$ cat src/hdl/utc_datetime_to_epoch_seconds_core_defines.svh
// Assertion macros shared by the timestamp converter RTL.
`ifndef UTC_DATETIME_TO_EPOCH_SECONDS_CORE_DEFINES_SVH
`define UTC_DATETIME_TO_EPOCH_SECONDS_CORE_DEFINES_SVH

// The consequent must hold in the same cycle as the antecedent.
`define UTCEP_ASSERT_SAME(label, ante, cons, msg) \
  label: assert property (@(posedge clk) disable iff (!rst_n) (ante) |-> (cons)) \
    else $error(msg);

// The consequent must hold in the cycle after the antecedent.
`define UTCEP_ASSERT_NEXT(label, ante, cons, msg) \
  label: assert property (@(posedge clk) disable iff (!rst_n) (ante) |=> (cons)) \
    else $error(msg);

`endif

$ cat src/hdl/utcep_pkg.sv
// Types, constants and calendar tables for the timestamp converter.
package utcep_pkg;

  typedef logic [7:0]         char_t;
  typedef logic signed [38:0] secs_t;

  // Text layout.
  localparam logic [4:0] TEXT_LEN    = 5'd19;
  localparam logic [4:0] POS_SAT     = 5'd20;
  localparam logic [4:0] POS_DASH_1  = 5'd4;
  localparam logic [4:0] POS_DASH_2  = 5'd7;
  localparam logic [4:0] POS_SPACE   = 5'd10;
  localparam logic [4:0] POS_COLON_1 = 5'd13;
  localparam logic [4:0] POS_COLON_2 = 5'd16;
  localparam logic [4:0] POS_YEAR_3  = 5'd2;
  localparam logic [4:0] POS_YEAR_4  = 5'd3;

  // Character codes.
  localparam char_t ASCII_DASH  = 8'h2D;
  localparam char_t ASCII_SPACE = 8'h20;
  localparam char_t ASCII_COLON = 8'h3A;
  localparam char_t ASCII_ZERO  = 8'h30;
  localparam char_t ASCII_NINE  = 8'h39;

  // Calendar arithmetic.
  localparam int EPOCH_SHIFT  = 719468;
  localparam int YEAR_DAYS    = 365;
  localparam int DAY_SECONDS  = 86400;
  localparam int HOUR_SECONDS = 3600;
  localparam int MIN_SECONDS  = 60;
  // x / 25 == (x * 5243) >> 17 for every x below 43000.
  localparam logic [12:0] RECIP_25    = 13'd5243;
  localparam int          RECIP_SHIFT = 17;

  localparam secs_t EPOCH_MIN = -39'sd62135596800;
  localparam secs_t EPOCH_MAX = 39'sd253402300799;

  // Days from March 1 to the first day of month m, in a year that starts in March.
  function automatic logic [8:0] month_offset(input logic [6:0] m);
    logic [8:0] r;
    case (m)
      7'd3:    r = 9'd0;
      7'd4:    r = 9'd31;
      7'd5:    r = 9'd61;
      7'd6:    r = 9'd92;
      7'd7:    r = 9'd122;
      7'd8:    r = 9'd153;
      7'd9:    r = 9'd184;
      7'd10:   r = 9'd214;
      7'd11:   r = 9'd245;
      7'd12:   r = 9'd275;
      7'd1:    r = 9'd306;
      7'd2:    r = 9'd337;
      default: r = 9'd0;
    endcase
    return r;
  endfunction

  // Month length in a common year.
  function automatic logic [4:0] month_days(input logic [6:0] m);
    logic [4:0] r;
    case (m) inside
      7'd4, 7'd6, 7'd9, 7'd11: r = 5'd30;
      7'd2:                    r = 5'd28;
      default:                 r = 5'd31;
    endcase
    return r;
  endfunction

endpackage

$ cat src/hdl/utcep_in_if.sv
// Character stream channel: one text character per beat.
interface utcep_in_if;
  import utcep_pkg::*;

  logic  valid;
  logic  ready;
  char_t char_code;
  logic  is_last;

  modport source (output valid, output char_code, output is_last, input ready);
  modport sink (input valid, input char_code, input is_last, output ready);
endinterface

$ cat src/hdl/utcep_out_if.sv
// Result channel: one converted timestamp per beat.
interface utcep_out_if;
  import utcep_pkg::*;

  logic  valid;
  logic  ready;
  logic  valid_res;
  secs_t epoch_seconds;

  modport source (output valid, output valid_res, output epoch_seconds, input ready);
  modport sink (input valid, input valid_res, input epoch_seconds, output ready);
endinterface

$ cat src/hdl/utc_datetime_to_epoch_seconds_core.sv
// Streaming converter from "YYYY-MM-DD HH:MM:SS" text to signed Unix seconds.
//
// The block reads a timestamp one ASCII character per input beat, with is_last
// set on the final character, and returns one result beat per timestamp. The
// text must be exactly 19 characters with '-' at positions 4 and 7, a space at
// position 10, ':' at positions 13 and 16 and decimal digits everywhere else;
// the fields must name a real Gregorian date and time of day (year 1 or later).
// A good timestamp gives valid_res = 1 and the seconds since 1970-01-01 00:00:00
// UTC; anything else gives valid_res = 0 and epoch_seconds = 0. One character is
// taken every cycle while in_s.ready is high, and the next timestamp may start
// in the cycle right after a last character. The result of a timestamp passes
// through the three conversion stages (range checks and constant products, the
// day-count sum, the multiply by 86400) and then the result register. The
// conversion stages collapse bubbles, so in_s.ready falls only when the result
// port is stalled and every stage holds a timestamp.
module utc_datetime_to_epoch_seconds_core (
  input  logic         clk,
  input  logic         rst_n,
  utcep_in_if.sink     in_s,
  utcep_out_if.source  out_m
);
  import utcep_pkg::*;

  // ---------------------------------------------------------------------------
  // Character intake: field accumulators and the format check.
  // ---------------------------------------------------------------------------
  logic [4:0]  pos_r,  pos_nxt;
  logic [13:0] year_r, year_nxt;
  logic [6:0]  mon_r,  mon_nxt;
  logic [6:0]  day_r,  day_nxt;
  logic [6:0]  hour_r, hour_nxt;
  logic [6:0]  min_r,  min_nxt;
  logic [6:0]  sec_r,  sec_nxt;
  logic        bad_r,  bad_nxt;
  // The last two year digits were both zero (year divisible by 100).
  logic        ylz_r,  ylz_nxt;

  logic        is_digit;
  logic [3:0]  digit;
  logic        in_acc;
  logic        rdy1;

  function automatic logic [13:0] acc14(input logic [13:0] v, input logic [3:0] d);
    return 14'({v, 3'b000} + {v, 1'b0} + {10'd0, d});
  endfunction

  function automatic logic [6:0] acc7(input logic [6:0] v, input logic [3:0] d);
    return 7'({v, 3'b000} + {v, 1'b0} + {3'd0, d});
  endfunction

  assign in_acc   = in_s.valid && in_s.ready;
  assign is_digit = (in_s.char_code >= ASCII_ZERO) && (in_s.char_code <= ASCII_NINE);
  assign digit    = in_s.char_code[3:0];

  // State after the current character is taken.
  always_comb begin
    year_nxt = year_r;
    mon_nxt  = mon_r;
    day_nxt  = day_r;
    hour_nxt = hour_r;
    min_nxt  = min_r;
    sec_nxt  = sec_r;
    bad_nxt  = bad_r;
    ylz_nxt  = ylz_r;
    if (pos_r >= TEXT_LEN) begin
      bad_nxt = 1'b1;
    end else begin
      unique case (pos_r) inside
        POS_DASH_1, POS_DASH_2: begin
          if (in_s.char_code != ASCII_DASH) bad_nxt = 1'b1;
        end
        POS_SPACE: begin
          if (in_s.char_code != ASCII_SPACE) bad_nxt = 1'b1;
        end
        POS_COLON_1, POS_COLON_2: begin
          if (in_s.char_code != ASCII_COLON) bad_nxt = 1'b1;
        end
        default: begin
          if (!is_digit) begin
            bad_nxt = 1'b1;
          end else if (pos_r < POS_DASH_1) begin
            year_nxt = acc14(year_r, digit);
            if (pos_r == POS_YEAR_3) ylz_nxt = (digit == 4'd0);
            if (pos_r == POS_YEAR_4) ylz_nxt = ylz_r && (digit == 4'd0);
          end else if (pos_r < POS_DASH_2) begin
            mon_nxt = acc7(mon_r, digit);
          end else if (pos_r < POS_SPACE) begin
            day_nxt = acc7(day_r, digit);
          end else if (pos_r < POS_COLON_1) begin
            hour_nxt = acc7(hour_r, digit);
          end else if (pos_r < POS_COLON_2) begin
            min_nxt = acc7(min_r, digit);
          end else begin
            sec_nxt = acc7(sec_r, digit);
          end
        end
      endcase
    end
    pos_nxt = (pos_r >= TEXT_LEN) ? POS_SAT : 5'(pos_r + 5'd1);
  end

  // A last character hands the fields to the conversion stages and clears
  // the accumulators for the next timestamp.
  always_ff @(posedge clk) begin
    if (!rst_n) begin
      pos_r  <= '0;
      year_r <= '0;
      mon_r  <= '0;
      day_r  <= '0;
      hour_r <= '0;
      min_r  <= '0;
      sec_r  <= '0;
      bad_r  <= 1'b0;
      ylz_r  <= 1'b0;
    end else if (in_acc) begin
      if (in_s.is_last) begin
        pos_r  <= '0;
        year_r <= '0;
        mon_r  <= '0;
        day_r  <= '0;
        hour_r <= '0;
        min_r  <= '0;
        sec_r  <= '0;
        bad_r  <= 1'b0;
        ylz_r  <= 1'b0;
      end else begin
        pos_r  <= pos_nxt;
        year_r <= year_nxt;
        mon_r  <= mon_nxt;
        day_r  <= day_nxt;
        hour_r <= hour_nxt;
        min_r  <= min_nxt;
        sec_r  <= sec_nxt;
        bad_r  <= bad_nxt;
        ylz_r  <= ylz_nxt;
      end
    end
  end

  // ---------------------------------------------------------------------------
  // Handshake: each stage moves when the one after it is empty or moving.
  // ---------------------------------------------------------------------------
  logic v1_r, v2_r, v3_r, out_v_r;
  logic rdy2, rdy3, rdy_o;

  assign rdy_o = !out_v_r || out_m.ready;
  assign rdy3  = !v3_r || rdy_o;
  assign rdy2  = !v2_r || rdy3;
  assign rdy1  = !v1_r || rdy2;

  assign in_s.ready = rdy1;

  always_ff @(posedge clk) begin
    if (!rst_n) begin
      v1_r    <= 1'b0;
      v2_r    <= 1'b0;
      v3_r    <= 1'b0;
      out_v_r <= 1'b0;
    end else begin
      if (rdy1)  v1_r    <= in_acc && in_s.is_last;
      if (rdy2)  v2_r    <= v1_r;
      if (rdy3)  v3_r    <= v2_r;
      if (rdy_o) out_v_r <= v3_r;
    end
  end

  // ---------------------------------------------------------------------------
  // Stage 1: range checks and the constant products.
  // The day count uses days(yy) = 365*yy + yy/4 - yy/100 + yy/400, where yy is
  // the year shifted so that the year starts in March.
  // ---------------------------------------------------------------------------
  logic [13:0] y1_r;
  logic [6:0]  m1_r, d1_r, h1_r, mi1_r, s1_r;
  logic        bad1_r, ylz1_r;

  always_ff @(posedge clk) begin
    if (rdy1) begin
      y1_r   <= year_nxt;
      m1_r   <= mon_nxt;
      d1_r   <= day_nxt;
      h1_r   <= hour_nxt;
      mi1_r  <= min_nxt;
      s1_r   <= sec_nxt;
      bad1_r <= bad_nxt || (pos_nxt != TEXT_LEN);
      ylz1_r <= ylz_nxt;
    end
  end

  logic        early;
  logic [13:0] yy1;
  logic        leap1;
  logic [4:0]  maxd1;
  logic        ok1;
  logic [21:0] yy365_1;
  logic [24:0] p100_1;
  logic [22:0] p400_1;
  logic [16:0] tod1;

  always_comb begin
    early = (m1_r <= 7'd2);
    yy1   = y1_r - {13'd0, early};
    // Divisible by 400 is divisible by 100 and by 16.
    leap1 = (y1_r[1:0] == 2'd0) && (!ylz1_r || (y1_r[3:0] == 4'd0));
    maxd1 = 5'(month_days(m1_r) + {4'd0, (m1_r == 7'd2) && leap1});
    ok1   = !bad1_r && (y1_r != 14'd0) && (m1_r >= 7'd1) && (m1_r <= 7'd12) &&
            (d1_r >= 7'd1) && (d1_r <= {2'd0, maxd1}) && (h1_r <= 7'd23) &&
            (mi1_r <= 7'd59) && (s1_r <= 7'd59);
    yy365_1 = {8'd0, yy1} * 22'(YEAR_DAYS);
    p100_1  = {13'd0, yy1[13:2]} * {12'd0, RECIP_25};
    p400_1  = {13'd0, yy1[13:4]} * {10'd0, RECIP_25};
    tod1    = 17'({12'd0, h1_r[4:0]} * 17'(HOUR_SECONDS)) +
              17'({11'd0, mi1_r[5:0]} * 17'(MIN_SECONDS)) +
              {11'd0, s1_r[5:0]};
  end

  // ---------------------------------------------------------------------------
  // Stage 2: sum of the day-count terms.
  // ---------------------------------------------------------------------------
  logic        ok2_r;
  logic [21:0] yy365_2_r;
  logic [11:0] yy4_2_r;
  logic [24:0] p100_2_r;
  logic [22:0] p400_2_r;
  logic [8:0]  moff2_r;
  logic [4:0]  dd2_r;
  logic [16:0] tod2_r;

  always_ff @(posedge clk) begin
    if (rdy2) begin
      ok2_r     <= ok1;
      yy365_2_r <= yy365_1;
      yy4_2_r   <= yy1[13:2];
      p100_2_r  <= p100_1;
      p400_2_r  <= p400_1;
      moff2_r   <= month_offset(m1_r);
      dd2_r     <= d1_r[4:0];
      tod2_r    <= tod1;
    end
  end

  logic [23:0] days2;

  // Days from 1970-01-01; the day of month counts from one.
  assign days2 = 24'(yy365_2_r) + 24'(yy4_2_r) + 24'(p400_2_r[22:RECIP_SHIFT]) +
                 24'(moff2_r) + 24'(dd2_r) - 24'(p100_2_r[24:RECIP_SHIFT]) -
                 24'(EPOCH_SHIFT) - 24'd1;

  // ---------------------------------------------------------------------------
  // Stage 3: days to seconds, then the result register.
  // ---------------------------------------------------------------------------
  logic               ok3_r;
  logic signed [23:0] days3_r;
  logic [16:0]        tod3_r;

  always_ff @(posedge clk) begin
    if (rdy3) begin
      ok3_r   <= ok2_r;
      days3_r <= signed'(days2);
      tod3_r  <= tod2_r;
    end
  end

  secs_t days_ext;
  secs_t secs3;

  assign days_ext = 39'(days3_r);
  assign secs3    = days_ext * 39'sd86400 + $signed({22'd0, tod3_r});

  logic  out_ok_r;
  secs_t out_secs_r;

  always_ff @(posedge clk) begin
    if (rdy_o) begin
      out_ok_r   <= ok3_r;
      out_secs_r <= ok3_r ? secs3 : '0;
    end
  end

  assign out_m.valid         = out_v_r;
  assign out_m.valid_res     = out_ok_r;
  assign out_m.epoch_seconds = out_secs_r;

  // ---------------------------------------------------------------------------
  // Assertions.
  // ---------------------------------------------------------------------------
`include "utc_datetime_to_epoch_seconds_core_defines.svh"

  // A last character leaves the accumulators clear for the next timestamp.
  `UTCEP_ASSERT_NEXT(a_clear_after_last, in_acc && in_s.is_last, (pos_r == 5'd0) && !bad_r, "intake state not cleared after last beat")

  // Only a last character starts a conversion.
  `UTCEP_ASSERT_SAME(a_conv_from_last, $rose(v1_r), $past(in_acc && in_s.is_last), "conversion started without a last beat")

  // A good timestamp always lands inside the four-digit year range.
  `UTCEP_ASSERT_SAME(a_secs_range, out_v_r && out_ok_r, (out_secs_r >= EPOCH_MIN) && (out_secs_r <= EPOCH_MAX), "epoch seconds out of range")

endmodule
$ cat src/flat_wrapper.sv
// flat-port wrapper written by rule: the top's interface ports become plain ports
module utc_datetime_to_epoch_seconds_core_flat import utcep_pkg::*;
  (clk, rst_n, in_s_valid, in_s_char_code, in_s_is_last, in_s_ready, out_m_valid, out_m_valid_res, out_m_epoch_seconds, out_m_ready);
  utcep_in_if in_s_i ();
  utcep_out_if out_m_i ();
  input  logic clk;
  input  logic rst_n;
  input wire logic [$bits(in_s_i.valid)-1:0] in_s_valid;
  input wire logic [$bits(in_s_i.char_code)-1:0] in_s_char_code;
  input wire logic [$bits(in_s_i.is_last)-1:0] in_s_is_last;
  output wire logic [$bits(in_s_i.ready)-1:0] in_s_ready;
  output wire logic [$bits(out_m_i.valid)-1:0] out_m_valid;
  output wire logic [$bits(out_m_i.valid_res)-1:0] out_m_valid_res;
  output wire logic [$bits(out_m_i.epoch_seconds)-1:0] out_m_epoch_seconds;
  input wire logic [$bits(out_m_i.ready)-1:0] out_m_ready;
  assign in_s_i.valid = in_s_valid;
  assign in_s_i.char_code = in_s_char_code;
  assign in_s_i.is_last = in_s_is_last;
  assign in_s_ready = in_s_i.ready;
  assign out_m_valid = out_m_i.valid;
  assign out_m_valid_res = out_m_i.valid_res;
  assign out_m_epoch_seconds = out_m_i.epoch_seconds;
  assign out_m_i.ready = out_m_ready;
  utc_datetime_to_epoch_seconds_core u_core (.clk(clk), .rst_n(rst_n), .in_s(in_s_i), .out_m(out_m_i));
endmodule
$ cat config.mk
export PLATFORM = sky130hd
export DESIGN_NAME = utc_datetime_to_epoch_seconds_core_flat
export DESIGN_NICKNAME = d
export VERILOG_FILES = /design/src/hdl/utcep_pkg.sv /design/src/hdl/utcep_in_if.sv /design/src/hdl/utcep_out_if.sv /design/src/hdl/utc_datetime_to_epoch_seconds_core.sv /design/src/flat_wrapper.sv
export VERILOG_INCLUDE_DIRS = /design/src /design/src/hdl
export SDC_FILE = /design/constraint.sdc
export NUM_CORES = 1
export LEC_CHECK = 0
export BUFFER_PORTS_ARGS = -buffer_cell sky130_fd_sc_hd__buf_2
export CORE_ASPECT_RATIO = 0.6
export CORE_MARGIN = 4
export CORE_UTILIZATION = 59
export DETAILED_ROUTE_END_ITERATION = 12
export HOLD_SLACK_MARGIN = 0.02
export PLACE_DENSITY = 0.79
export SLEW_MARGIN = 10
export SYNTH_ARGS = -nofsm -noshare
export SYNTH_HDL_FRONTEND = slang
export SYNTH_SLANG_ARGS = --single-unit
$ cat constraint.sdc
create_clock -name clk -period 6.4 [get_ports clk]
set_input_delay 0.64 -clock clk [delete_from_list [all_inputs] [get_ports clk]]
set_output_delay 0.64 -clock clk [all_outputs]
set_load 0.03 [all_outputs]
# Word level (Yosys, flattened, before mapping)
# Memory sizes are Yosys's and may differ from the RTL's. A register that Yosys moved wholly into a read port is not among the register bits.
# Cells that the tools add are included.
[word_totals]
in_bits = 13
ramBits = 0
rom_bits = 144
word_cells = 195
mem_count = 1
latch_bits = 0
out_inout_bits = 42
ff_bits = 298
[mem_list]
columns = ["name", "words", "word_bits", "read_ports", "rd_clocked_by_memory_dff", "wr", "line", "source"]
rows = [
  ["(no name shown)", 16, 9, 1, 1, 0, "utcep_pkg.sv:41", "case (m)"],
]
[classes]
multipliers = 6
bitwise = 0
mux = 62
magnitude_cmp = 16
add_sub_neg = 25
eq_ne = 16
div_mod_pow = 0
n_shift = 0
reduce_logical = 36
[ops]
columns = ["operator", "n"]
rows = [
  ["7-bit two-way mux", 39],
  ["14-bit two-way mux", 5],
  ["39-bit by 18-bit adder with 39-bit output", 1],
  ["7-bit by 4-bit adder with 7-bit output", 5],
  ["7-bit adder", 5],
  ["24-bit by 11-bit multiplier with 32-bit output (second input constant)", 1],
  ["12-bit by 13-bit multiplier with 25-bit output (second input constant)", 1],
  ["24-bit by 5-bit adder with 24-bit output", 1],
  ["24-bit by 6-bit adder with 24-bit output", 1],
  ["24-bit by 9-bit adder with 24-bit output", 1],
  ["8-bit by 6-bit inequality test with 1-bit output (second input constant)", 3],
  ["24-bit by 1-bit subtractor with 24-bit output (second input constant)", 1],
  ["24-bit by 20-bit subtractor with 24-bit output (second input constant)", 1],
  ["24-bit by 8-bit subtractor with 24-bit output", 1],
  ["22-bit by 12-bit adder with 23-bit output", 1],
  ["10-bit by 13-bit multiplier with 23-bit output (second input constant)", 1],
  ["14-bit by 9-bit multiplier with 22-bit output (second input constant)", 1],
  ["17-bit by 12-bit adder with 17-bit output", 1],
  ["17-bit by 6-bit adder with 17-bit output", 1],
  ["5-bit two-way mux", 3],
  ["14-bit adder", 1],
  ["14-bit by 4-bit adder with 14-bit output", 1],
  ["7-bit by 3-bit equality test with 1-bit output (second input constant)", 2],
  ["7-bit by 4-bit equality test with 1-bit output (second input constant)", 2],
  ["36 further kinds", 81],
]

# Logic depth before layout (Yosys ltp)
# Gate-level depths: netlist of run 1.
[logic_depth]
word_depth = 11
depth_mapped = 29
ltp_nobuf = 29

# Worst setup path before layout of run 1
# Ideal clock, no wire load.
[synth_path]
kind = "reg-to-reg"
start = "register u_core.y1_r[2]"
end = "register u_core.p100_2_r[24], data pin"
setup_slack_ns = -0.698
setup_ns = 0.263
required_ns = 6.137
synth_period_minus_slack_ns = 7.098
stages_incl_launch_ff = 27
n_path_buf = 0
arrival_time_ns = 6.835
path_cell_list = "edfxtp_1 or3_1 or2_2 nor3_1 nand2_1 or2_2 xnor2_1 xnor2_1 ha_1 xor2_1 ha_1 inv_1 fa_1 inv_1 fa_1 inv_1 fa_1 inv_1 ha_1 o21a_1 o21ai_0 nor2_1 a211oi_1 o2111ai_1 a21oi_1 o21ai_0 xnor2_1"
[synth_between]
elab_chain_cells = 2
[synth_lines]
columns = ["element", "line", "source"]
rows = [
  ["start, declared", "utc_datetime_to_epoch_seconds_core.sv:172", "logic [13:0] y1_r;"],
  ["start signal, assigned", "utc_datetime_to_epoch_seconds_core.sv:178", "y1_r <= year_nxt;"],
  ["14-bit by 1-bit subtractor with 14-bit output", "utc_datetime_to_epoch_seconds_core.sv:201", "yy1 = y1_r - {13'd0, early};"],
  ["net u_core.yy1[12]", "utc_datetime_to_epoch_seconds_core.sv:190", "logic [13:0] yy1;"],
  ["12-bit by 13-bit multiplier with 25-bit output", "utc_datetime_to_epoch_seconds_core.sv:209", "p100_1 = {13'd0, yy1[13:2]} * {12'd0, RECIP_25};"],
  ["net u_core.p100_1[24]", "utc_datetime_to_epoch_seconds_core.sv:195", "logic [24:0] p100_1;"],
  ["end signal, assigned", "utc_datetime_to_epoch_seconds_core.sv:233", "p100_2_r <= p100_1;"],
  ["end, declared", "utc_datetime_to_epoch_seconds_core.sv:222", "logic [24:0] p100_2_r;"],
]
# The timed path passes the listed nets, and every way through them passes these cells.
# A chain may end at the register's enable or synchronous reset.

# Final worst setup path of run 1
[layout_path]
start = "register u_core.y1_r[2]"
end = "register u_core.p400_2_r[19], data pin"
[layout_between]
elab_chain_cells = 2
[layout_lines]
columns = ["element", "line", "source"]
rows = [
  ["14-bit by 1-bit subtractor with 14-bit output", "utc_datetime_to_epoch_seconds_core.sv:201", ""],
  ["net u_core.yy1[10]", "utc_datetime_to_epoch_seconds_core.sv:190", ""],
  ["10-bit by 13-bit multiplier with 23-bit output", "utc_datetime_to_epoch_seconds_core.sv:210", "p400_1 = {13'd0, yy1[13:4]} * {10'd0, RECIP_25};"],
  ["net u_core.p400_1[19]", "utc_datetime_to_epoch_seconds_core.sv:196", "logic [22:0] p400_1;"],
  ["end signal, assigned", "utc_datetime_to_epoch_seconds_core.sv:234", "p400_2_r <= p400_1;"],
  ["end, declared", "utc_datetime_to_epoch_seconds_core.sv:223", "logic [22:0] p400_2_r;"],
]
# The timed path passes the listed nets, and every way through them passes these cells.

==> insert_results.sql, run 1 <==
INSERT INTO impl_metrics (metric_group, metric, value, unit) VALUES
('outcome', 'run_status', 'finished with violations', ''),
('outcome', 'failed_checks', 'setup timing', ''),
('critical_path', 'critical_path_slowest_stage_cell', 'sky130_fd_sc_hd__fa_1', ''),
('logic_synthesis', 'ys_seq_elements', '273', ''),
('global_route', 'grt_max_degree', '63', ''),
('clock_tree', 'tritoncts.num_buffers', '28', ''),
('critical_path', 'most_frequent_cp_cell', 'sky130_fd_sc_hd__fa_1', ''),
('sta', 'timing.slew.headroom', '21.2', '%'),
('logic_synthesis', 'synthFlopType', 'sky130_fd_sc_hd__edfxtp_1', ''),
('critical_path', 'crit_path_end_kind', 'flip-flop', ''),
('sta', 'timing.final.setup_violations', '2', ''),
('clock_tree', 'htree_num_levels', '1', ''),
('clock_tree', 'worstSkewPairLatency', '0.59', 'ns'),
('finish', 'final_net_count', '3436', ''),
('critical_path', 'worstPathCellList', 'or3_4 -> or2_4 -> nor3_4 -> nand2_2 -> nor3_4 -> xor2_2 -> fa_1 -> inv_2 -> fa_2 -> inv_2 -> fa_2 -> fa_1 -> inv_1 -> fa_1 -> inv_1 -> ha_2 -> o41ai_4 -> o22ai_2 -> or4_4 -> a31oi_4 -> o21bai_1 -> xnor2_1', ''),
('finish', 'area.sequential', '7600', 'µm²'),
('floorplanning', 'io_pins', '55', ''),
('logic_synthesis', 'ys_types', '90', ''),
('critical_path', 'worst-endpoint-arrival', '6.81', 'ns'),
('min_path', 'hold_path_class', 'in -> reg', ''),
('detailed_routing', 'first_pass_iters', '6', ''),
('global_route', 'grt_first_pass_wirelength', '98.0', 'mm'),
('clock_tree', 'numClockSinks', '273', ''),
('finish', 'layout-drive-gt1-share', '14.3', '%'),
('critical_path', 'crit_path_max_fanout', '4', ''),
('global_route', 'global_route.usage.total', '24.2', '%'),
('logic_synthesis', 'post_synth_instance_area', '26700', 'µm²'),
('critical_path', 'crit_family', 'adder cells', ''),
('global_route', 'number_of_antenna_violations_at_the_first_check_in_global_routing', '0', ''),
('floorplanning', 'row_count', '60', ''),
('global_route', 'first_global_vias', '19500', ''),
('place', 'dp_cells', '3290', ''),
('floorplanning', 'die-area', '48900', 'µm²'),
('detailed_routing', 'drt-wirelength-per-cell', '17.7', 'µm'),
('logic_synthesis', 'synth_seq_area_share', '28.4', '%'),
('detailed_routing', 'detail_route.iter0.violations', '1544', ''),
('critical_path', 'cp.required', '6.73', 'ns'),
('finish', 'antenna_cells', '0', ''),
('clock_tree', 'clock_tree_from_tritoncts', 'done', ''),
('sta', 'report.final.hold_viol_count', '0', ''),
('critical_path', 'crit_start_category', 'flip-flop', ''),
('floorplanning', 'die_h', '173', 'µm'),
('sta', 'fin_worst_skew', '0.0150', 'ns'),
('sta', 'final_period_utilization', '101', '%'),
('critical_path', 'worst-setup-path-type', 'reg -> reg', ''),
('sta', 'fin_ws', '-0.0769', 'ns'),
('logic_synthesis', 'yosys_warnings', '0', ''),
('flow_run', 'max_cap_violations', '0', ''),
('finish', 'layout.filler_cells', '3223', ''),
('clock_tree', 'clkTransAtPathRegs', '0.07', 'ns'),
('detailed_routing', 'drcViolationCount', '0', ''),
('sta', 'highest_clock_rate', '0.154', 'GHz'),
('detailed_routing', 'final_antenna_net_count', '0', ''),
('logic_synthesis', 'syn-num-nets', '3270', ''),
('place', 'number_of_i_o_port_buffers', '54', ''),
('detailed_routing', 'via_per_inst', '5.73', ''),
('sta', 'timing.final.max_slew_violations', '0', ''),
('clock_tree', 'ctsLongestPathBuffers', '3', ''),
('sta', 'setup_repair_after_global_routing_missed_its_margin', 'true', ''),
('finish', 'instances_no_fill', '3375', ''),
('floorplanning', 'die_width', '283', 'µm'),
('floorplanning', 'core-area', '44800', 'µm²'),
('global_route', 'global_route.overflow_total', '0', ''),
('detailed_routing', 'drt_wl_total', '59.7', 'mm'),
('logic_synthesis', 'synth-edff-count', '213', ''),
('finish', 'multi_input_comb_area', '17900', 'µm²'),
('logic_synthesis', 'synthArstFlopShare', '0', '%'),
('finish', 'flow.area_growth_from_synthesis', '13.0', '%'),
('critical_path', 'cp_num_buf_inv', '4', ''),
('critical_path', 'critPathMaxStageDelay', '0.58', 'ns'),
('floorplanning', 'initial_utilization', '59.7', '%'),
('detailed_routing', 'vias', '19300', ''),
('logic_synthesis', 'syn_inst', '2598', ''),
('logic_synthesis', 'postSynthAreaPerCell', '10.3', 'µm²'),
('sta', 'final.min_clock_period', '6.48', 'ns'),
('sta', 'worst_slew_pin_slew', '1.17', 'ns'),
('place', 'preCtsSetupSlack', '-0.219', 'ns'),
('place', 'detailed_place_hpwl', '47.3', 'mm'),
('place', 'place.gp.congestion', '0.918', ''),
('clock_tree', 'root_buffer', 'sky130_fd_sc_hd__clkbuf_16', '');
-- cell families (layout without fill, tap and decap cells) --
group,after synthesis,after routing,synth area share [%]
AOI/OAI and AO/OA,448,448,11.4
and+or+nand+nor,493,493,8.84
muxes,35,35,1.45
adders and majority gates,659,659,36.6
DFF,273,273,28.4
xor gates and xnor gates,184,184,6.11
buffers and inverters,506,694,7.21
-- worst reg2reg max path, delay by kind of cell, from the launching register on --
| family | cells | cell delay [ns] |
|---|---|---|
| adders and majority gates | 6 | 2.82 |
| DFF | 1 | 0.39 |
| buffers and inverters | 4 | 0.19 |
| and+or+nand+nor | 6 | 1.66 |
| AOI/OAI and AO/OA | 4 | 0.89 |
| xor gates and xnor gates | 2 | 0.30 |
-- state kept, by name (all words and copies together), names as in the netlist, 9 cells and up --
register                    cells
u_core.tod2_r                  17
u_core.moff2_r                  9
u_core.yy4_2_r                 10
u_core.tod3_r                  17
u_core.out_m.epoch_seconds     39
u_core.y1_r                    14
u_core.yy365_2_r               22
u_core.days3_r                 24
u_core.p100_2_r                 9
u_core.year_r                  14
-- cell usage in the layout (no fill, tap or decap), types with 49 or more instances in the layout --
| master | instances |
|---|---|
| sky130_fd_sc_hd__buf_2 | 54 |
| sky130_fd_sc_hd__a22oi_1 | 49 |
| sky130_fd_sc_hd__xnor2_1 | 123 |
| sky130_fd_sc_hd__edfxtp_1 | 213 |
| sky130_fd_sc_hd__dfxtp_1 | 60 |
| sky130_fd_sc_hd__o21ai_0 | 59 |
| sky130_fd_sc_hd__inv_1 | 438 |
| sky130_fd_sc_hd__fa_1 | 200 |
| sky130_fd_sc_hd__nand2_1 | 91 |
| sky130_fd_sc_hd__buf_4 | 118 |
| sky130_fd_sc_hd__nor2_1 | 179 |
| sky130_fd_sc_hd__ha_1 | 436 |
| sky130_fd_sc_hd__a21oi_1 | 103 |
-- per-stage QoR --
step | cell area [µm²] | setup TNS [ns] | utilization [%] | hold WS (ns)
after floorplan | 26900 | -0.0583 | - | 0.400
after global placement | 28500 | -1.05 | 63.5 | 0.403
after detailed placement | 28500 | -2.43 | 63.5 | 0.405
after CTS | 29700 | -0.0337 | 66.3 | 0.312
after global routing | 30200 | -1.91 | 67.4 | 0.340
final | 30200 | -0.103 | 67.4 | 0.341
-- cells in the mapped netlist, types with 4 or more instances --
master / instances / share of area [%]
sky130_fd_sc_hd__a2111oi_0: 5 / 0.16
sky130_fd_sc_hd__a211oi_1: 11 / 0.31
sky130_fd_sc_hd__a21boi_0: 10 / 0.28
sky130_fd_sc_hd__a21o_1: 48 / 1.3
sky130_fd_sc_hd__a21oi_1: 110 / 2.1
sky130_fd_sc_hd__a22oi_1: 49 / 1.4
sky130_fd_sc_hd__a31o_2: 4 / 0.13
sky130_fd_sc_hd__a31oi_1: 17 / 0.40
sky130_fd_sc_hd__and2_1: 20 / 0.47
sky130_fd_sc_hd__and3_1: 12 / 0.28
sky130_fd_sc_hd__clkbuf_1: 38 / 0.53
sky130_fd_sc_hd__dfxtp_1: 60 / 4.5
sky130_fd_sc_hd__edfxtp_1: 213 / 24
sky130_fd_sc_hd__fa_1: 205 / 15
sky130_fd_sc_hd__ha_1: 454 / 21
sky130_fd_sc_hd__inv_1: 462 / 6.5
sky130_fd_sc_hd__mux2_2: 30 / 1.3
sky130_fd_sc_hd__mux2i_1: 5 / 0.19
sky130_fd_sc_hd__nand2_1: 96 / 1.3
sky130_fd_sc_hd__nand2b_1: 14 / 0.33
sky130_fd_sc_hd__nand3_1: 40 / 0.75
sky130_fd_sc_hd__nand4_1: 13 / 0.30
sky130_fd_sc_hd__nor2_1: 183 / 2.6
sky130_fd_sc_hd__nor2b_1: 17 / 0.40
sky130_fd_sc_hd__nor3_1: 39 / 0.73
sky130_fd_sc_hd__nor3b_1: 7 / 0.20
sky130_fd_sc_hd__nor4_1: 9 / 0.21
sky130_fd_sc_hd__o2111ai_1: 5 / 0.16
sky130_fd_sc_hd__o211ai_1: 9 / 0.25
sky130_fd_sc_hd__o21a_1: 20 / 0.56
sky130_fd_sc_hd__o21ai_0: 73 / 1.4
sky130_fd_sc_hd__o21bai_1: 17 / 0.48
sky130_fd_sc_hd__o31a_1: 6 / 0.20
sky130_fd_sc_hd__o31ai_1: 9 / 0.25
sky130_fd_sc_hd__o41ai_1: 6 / 0.20
sky130_fd_sc_hd__or2_2: 9 / 0.21
sky130_fd_sc_hd__or3_1: 13 / 0.30
sky130_fd_sc_hd__or4_1: 5 / 0.14
sky130_fd_sc_hd__xnor2_1: 129 / 4.2
sky130_fd_sc_hd__xor2_1: 53 / 1.7
-- repair_timing --
action                                  CTS  global route
hold buffers                              0             0
endpoints found under the setup margin   16            29
buffers inserted                         12            23
pin swaps                                33            51
gates resized for setup                  38            85
-- cell type report --
class	count	share of cell area, %
inverters	463	5.75
well taps	589	2.44
flip-flops and latches	273	25.2
clock buffers	35	2.44
multi-input cells	1819	59.3
clock inverters	17	0.845
repair buffers	179	4.09
-- metal layers --
layer | track usage, % | up-vias | wire (µm)
met2 | 37.4 | 570 | 26600
met4 | 3.40 | 0 | 808
li1 | - | 9256 | -
met5 | 0 | - | 0
met3 | 3.78 | 74 | 3890
met1 | 37.1 | 9436 | 28400
-- worst paths after layout --
check | from | to | slack [ns] | cells after the start
setup reg to reg | u_core.y1_r[2] | u_core.p400_2_r[19] | -0.08 | 22
hold reg to reg | u_core.ok2_r | u_core.ok3_r | 0.41 | 0
setup / recovery | u_core.y1_r[2] | u_core.p400_2_r[19] | -0.08 | 22
hold / removal | rst_n | u_core.pos_r[2] | 0.34 | 3
Power of run 1 is left out: the tool's default activity adds up to more than one toggle a clock period on the data nets, which glitch-free logic cannot reach.
==> run 2: changes to the inputs <==
--- a/config.mk
+++ b/config.mk
@@ -6,11 +6,10 @@
 export SDC_FILE = /design/constraint.sdc
 export NUM_CORES = 1
 export LEC_CHECK = 0
-export BUFFER_PORTS_ARGS = -buffer_cell sky130_fd_sc_hd__buf_2
 export CORE_ASPECT_RATIO = 0.6
-export CORE_MARGIN = 4
-export CORE_UTILIZATION = 59
+export CORE_UTILIZATION = 60
 export DETAILED_ROUTE_END_ITERATION = 12
+export DONT_BUFFER_PORTS = 1
 export HOLD_SLACK_MARGIN = 0.02
 export PLACE_DENSITY = 0.79
 export SLEW_MARGIN = 10
==> run 2 against run 1 <==
  * The run ends with DRC, setup timing left
  * First-iteration DRC count is 11% lower
  * Cell count is 1.9% lower
  * Sequential cell count stayed put
  * Clock-buffer cell count is 1 higher
  * Core utilization is 1.4 points higher
==> insert_results.sql, run 2 (synthesized netlist as in run 1, its figures left out) <==
INSERT INTO impl_metrics (metric_group, metric, value, unit) VALUES
('outcome', 'run_status', 'finished with violations', ''),
('outcome', 'failed_checks', 'DRC, setup timing', ''),
('floorplanning', 'initial_utilization', '61.3', '%'),
('clock_tree', 'tritoncts.num_buffers', '27', ''),
('flow_run', 'max_cap_violations', '0', ''),
('finish', 'layout-drive-gt1-share', '12.6', '%'),
('finish', 'final_net_count', '3382', ''),
('detailed_routing', 'drt_wl_total', '60.2', 'mm'),
('place', 'place.gp.congestion', '0.966', ''),
('detailed_routing', 'drt-wirelength-per-cell', '18.2', 'µm'),
('floorplanning', 'core-area', '43600', 'µm²'),
('detailed_routing', 'detail_route.iter0.violations', '1374', ''),
('global_route', 'global_route.usage.total', '26.9', '%'),
('finish', 'instances_no_fill', '3310', ''),
('clock_tree', 'clock_tree_from_tritoncts', 'done', ''),
('detailed_routing', 'final_antenna_net_count', '0', ''),
('sta', 'fin_ws', '-0.184', 'ns'),
('sta', 'timing.slew.headroom', '18.4', '%'),
('critical_path', 'crit_start_category', 'flip-flop', ''),
('sta', 'setup_repair_after_global_routing_missed_its_margin', 'true', ''),
('global_route', 'first_global_vias', '19300', ''),
('finish', 'final_common_cell', 'sky130_fd_sc_hd__inv_1', ''),
('sta', 'report.final.hold_viol_count', '0', ''),
('sta', 'setup-tns-final', '-1.40', 'ns'),
('min_path', 'min-delay-start', 'in_s_is_last', ''),
('floorplanning', 'die-area', '45400', 'µm²'),
('place', 'detailed_place_hpwl', '46.8', 'mm'),
('clock_tree', 'numClockSinks', '273', ''),
('floorplanning', 'die_width', '275', 'µm'),
('global_route', 'number_of_antenna_violations_at_the_first_check_in_global_routing', '1', ''),
('finish', 'layout.filler_cells', '3062', ''),
('sta', 'highest_clock_rate', '0.152', 'GHz'),
('place', 'number_of_i_o_port_buffers', '0', ''),
('critical_path', 'critPathMaxStageDelay', '0.54', 'ns'),
('critical_path', 'crit-reg2reg-launch', 'u_core.y1_r[2]', ''),
('detailed_routing', 'via_per_inst', '5.79', ''),
('finish', 'number_of_flip_flops_under_the_largest_register_name', '39', ''),
('finish', 'commonest_cells_after_routing_fill_and_taps_aside', 'sky130_fd_sc_hd__inv_1 (444), sky130_fd_sc_hd__ha_1 (439), sky130_fd_sc_hd__edfxtp_1 (213)', ''),
('critical_path', 'cp.required', '6.74', 'ns'),
('critical_path', 'worst-setup-path-type', 'reg -> reg', ''),
('floorplanning', 'die_h', '166', 'µm'),
('sta', 'finalHoldWorstSlack', '0.160', 'ns'),
('finish', 'flow.area_growth_from_synthesis', '12.2', '%'),
('finish', 'antenna_cells', '0', ''),
('critical_path', 'crit_path_max_fanout', '5', ''),
('global_route', 'grt_first_pass_wirelength', '98.1', 'mm'),
('clock_tree', 'hold_buffer_count_at_cts', '0', ''),
('critical_path', 'most_frequent_cp_cell', 'sky130_fd_sc_hd__inv_1', ''),
('floorplanning', 'row_count', '59', ''),
('detailed_routing', 'drcViolationCount', '3', ''),
('sta', 'worst_slew_pin_slew', '1.22', 'ns'),
('clock_tree', 'clkTransAtPathRegs', '0.08', 'ns'),
('global_route', 'global_route.overflow_total', '0', ''),
('critical_path', 'crit_path_end_kind', 'flip-flop', ''),
('sta', 'timing.final.max_slew_violations', '0', ''),
('clock_tree', 'root_buffer', 'sky130_fd_sc_hd__clkbuf_16', ''),
('floorplanning', 'io_pins', '55', ''),
('detailed_routing', 'vias', '19200', ''),
('sta', 'fin_worst_skew', '0.0215', 'ns'),
('clock_tree', 'htree_num_levels', '1', ''),
('clock_tree', 'ctsLongestPathBuffers', '3', ''),
('critical_path', 'critical_path_slowest_stage_cell', 'sky130_fd_sc_hd__fa_1', ''),
('global_route', 'grt_max_degree', '65', ''),
('clock_tree', 'worstSkewPairLatency', '0.59', 'ns'),
('sta', 'timing.final.setup_violations', '11', ''),
('critical_path', 'worst-endpoint-arrival', '6.92', 'ns'),
('detailed_routing', 'first_pass_iters', '10', ''),
('sta', 'final_period_utilization', '103', '%'),
('min_path', 'hold_path_class', 'in -> reg', ''),
('critical_path', 'critical_path.startpoint', 'u_core.y1_r[2]', ''),
('place', 'dp_cells', '3226', ''),
('sta', 'final.min_clock_period', '6.58', 'ns');
## run 2: layout make-up
| cell class | instances | area [µm²] | area share, % |
|---|---|---|---|
| Multi-Input combinational cell | 1819 | 17900 | 59.7 |
| Sequential cell | 273 | 7600 | 25.3 |
| Inverter | 463 | 1740 | 5.79 |
| Timing Repair Buffer | 126 | 1010 | 3.36 |
| Clock buffer | 36 | 802 | 2.67 |
| Tap cell | 579 | 724 | 2.41 |
| Clock inverter | 14 | 235 | 0.784 |
## run 2: worst paths after layout
check	end	slack, ns	cells past startpoint
setup / recovery	u_core.p400_2_r[20]	-0.18	26
hold / removal	u_core.year_r[13]	0.16	1
setup reg to reg	u_core.p400_2_r[20]	-0.18	26
hold reg to reg	u_core.tod3_r[14]	0.41	0
## run 2: what timing repair did
| item | CTS | global route |
|---|---|---|
| gates cloned | 0 | 0 |
| pin swaps | 34 | 67 |
| resized for setup | 55 | 65 |
| buffers inserted | 11 | 25 |
| setup endpoints to repair | 15 | 29 |
## run 2: per-stage QoR
step                      cell area, µm²  utilization (%)  setup WS [ns]
after CTS                          29500             67.7        -0.0906
final                              30000             68.8         -0.184
after detailed placement           28200             64.6         -0.255
after floorplan                    26900                -        -0.0295
after global placement             28200             64.6         -0.217
after global routing               30000             68.8         -0.442
## run 2: worst max-delay path: cells and delay by family, from the launching register on
kind / cells / cell delay [ns]
simple gates: 7 / 1.81
buf+inv: 6 / 0.57
flops: 1 / 0.40
xor+xnor: 2 / 0.32
compound gates: 5 / 0.97
fa+ha+maj: 6 / 2.26
## run 2: routing by layer
layer | track usage, % | wire (µm)
met3 | 4.24 | 3900
met4 | 3.84 | 871
met2 | 42.5 | 26800
met5 | 0 | 0
met1 | 39.8 | 28600
Power of run 2 is left out for the same reason.
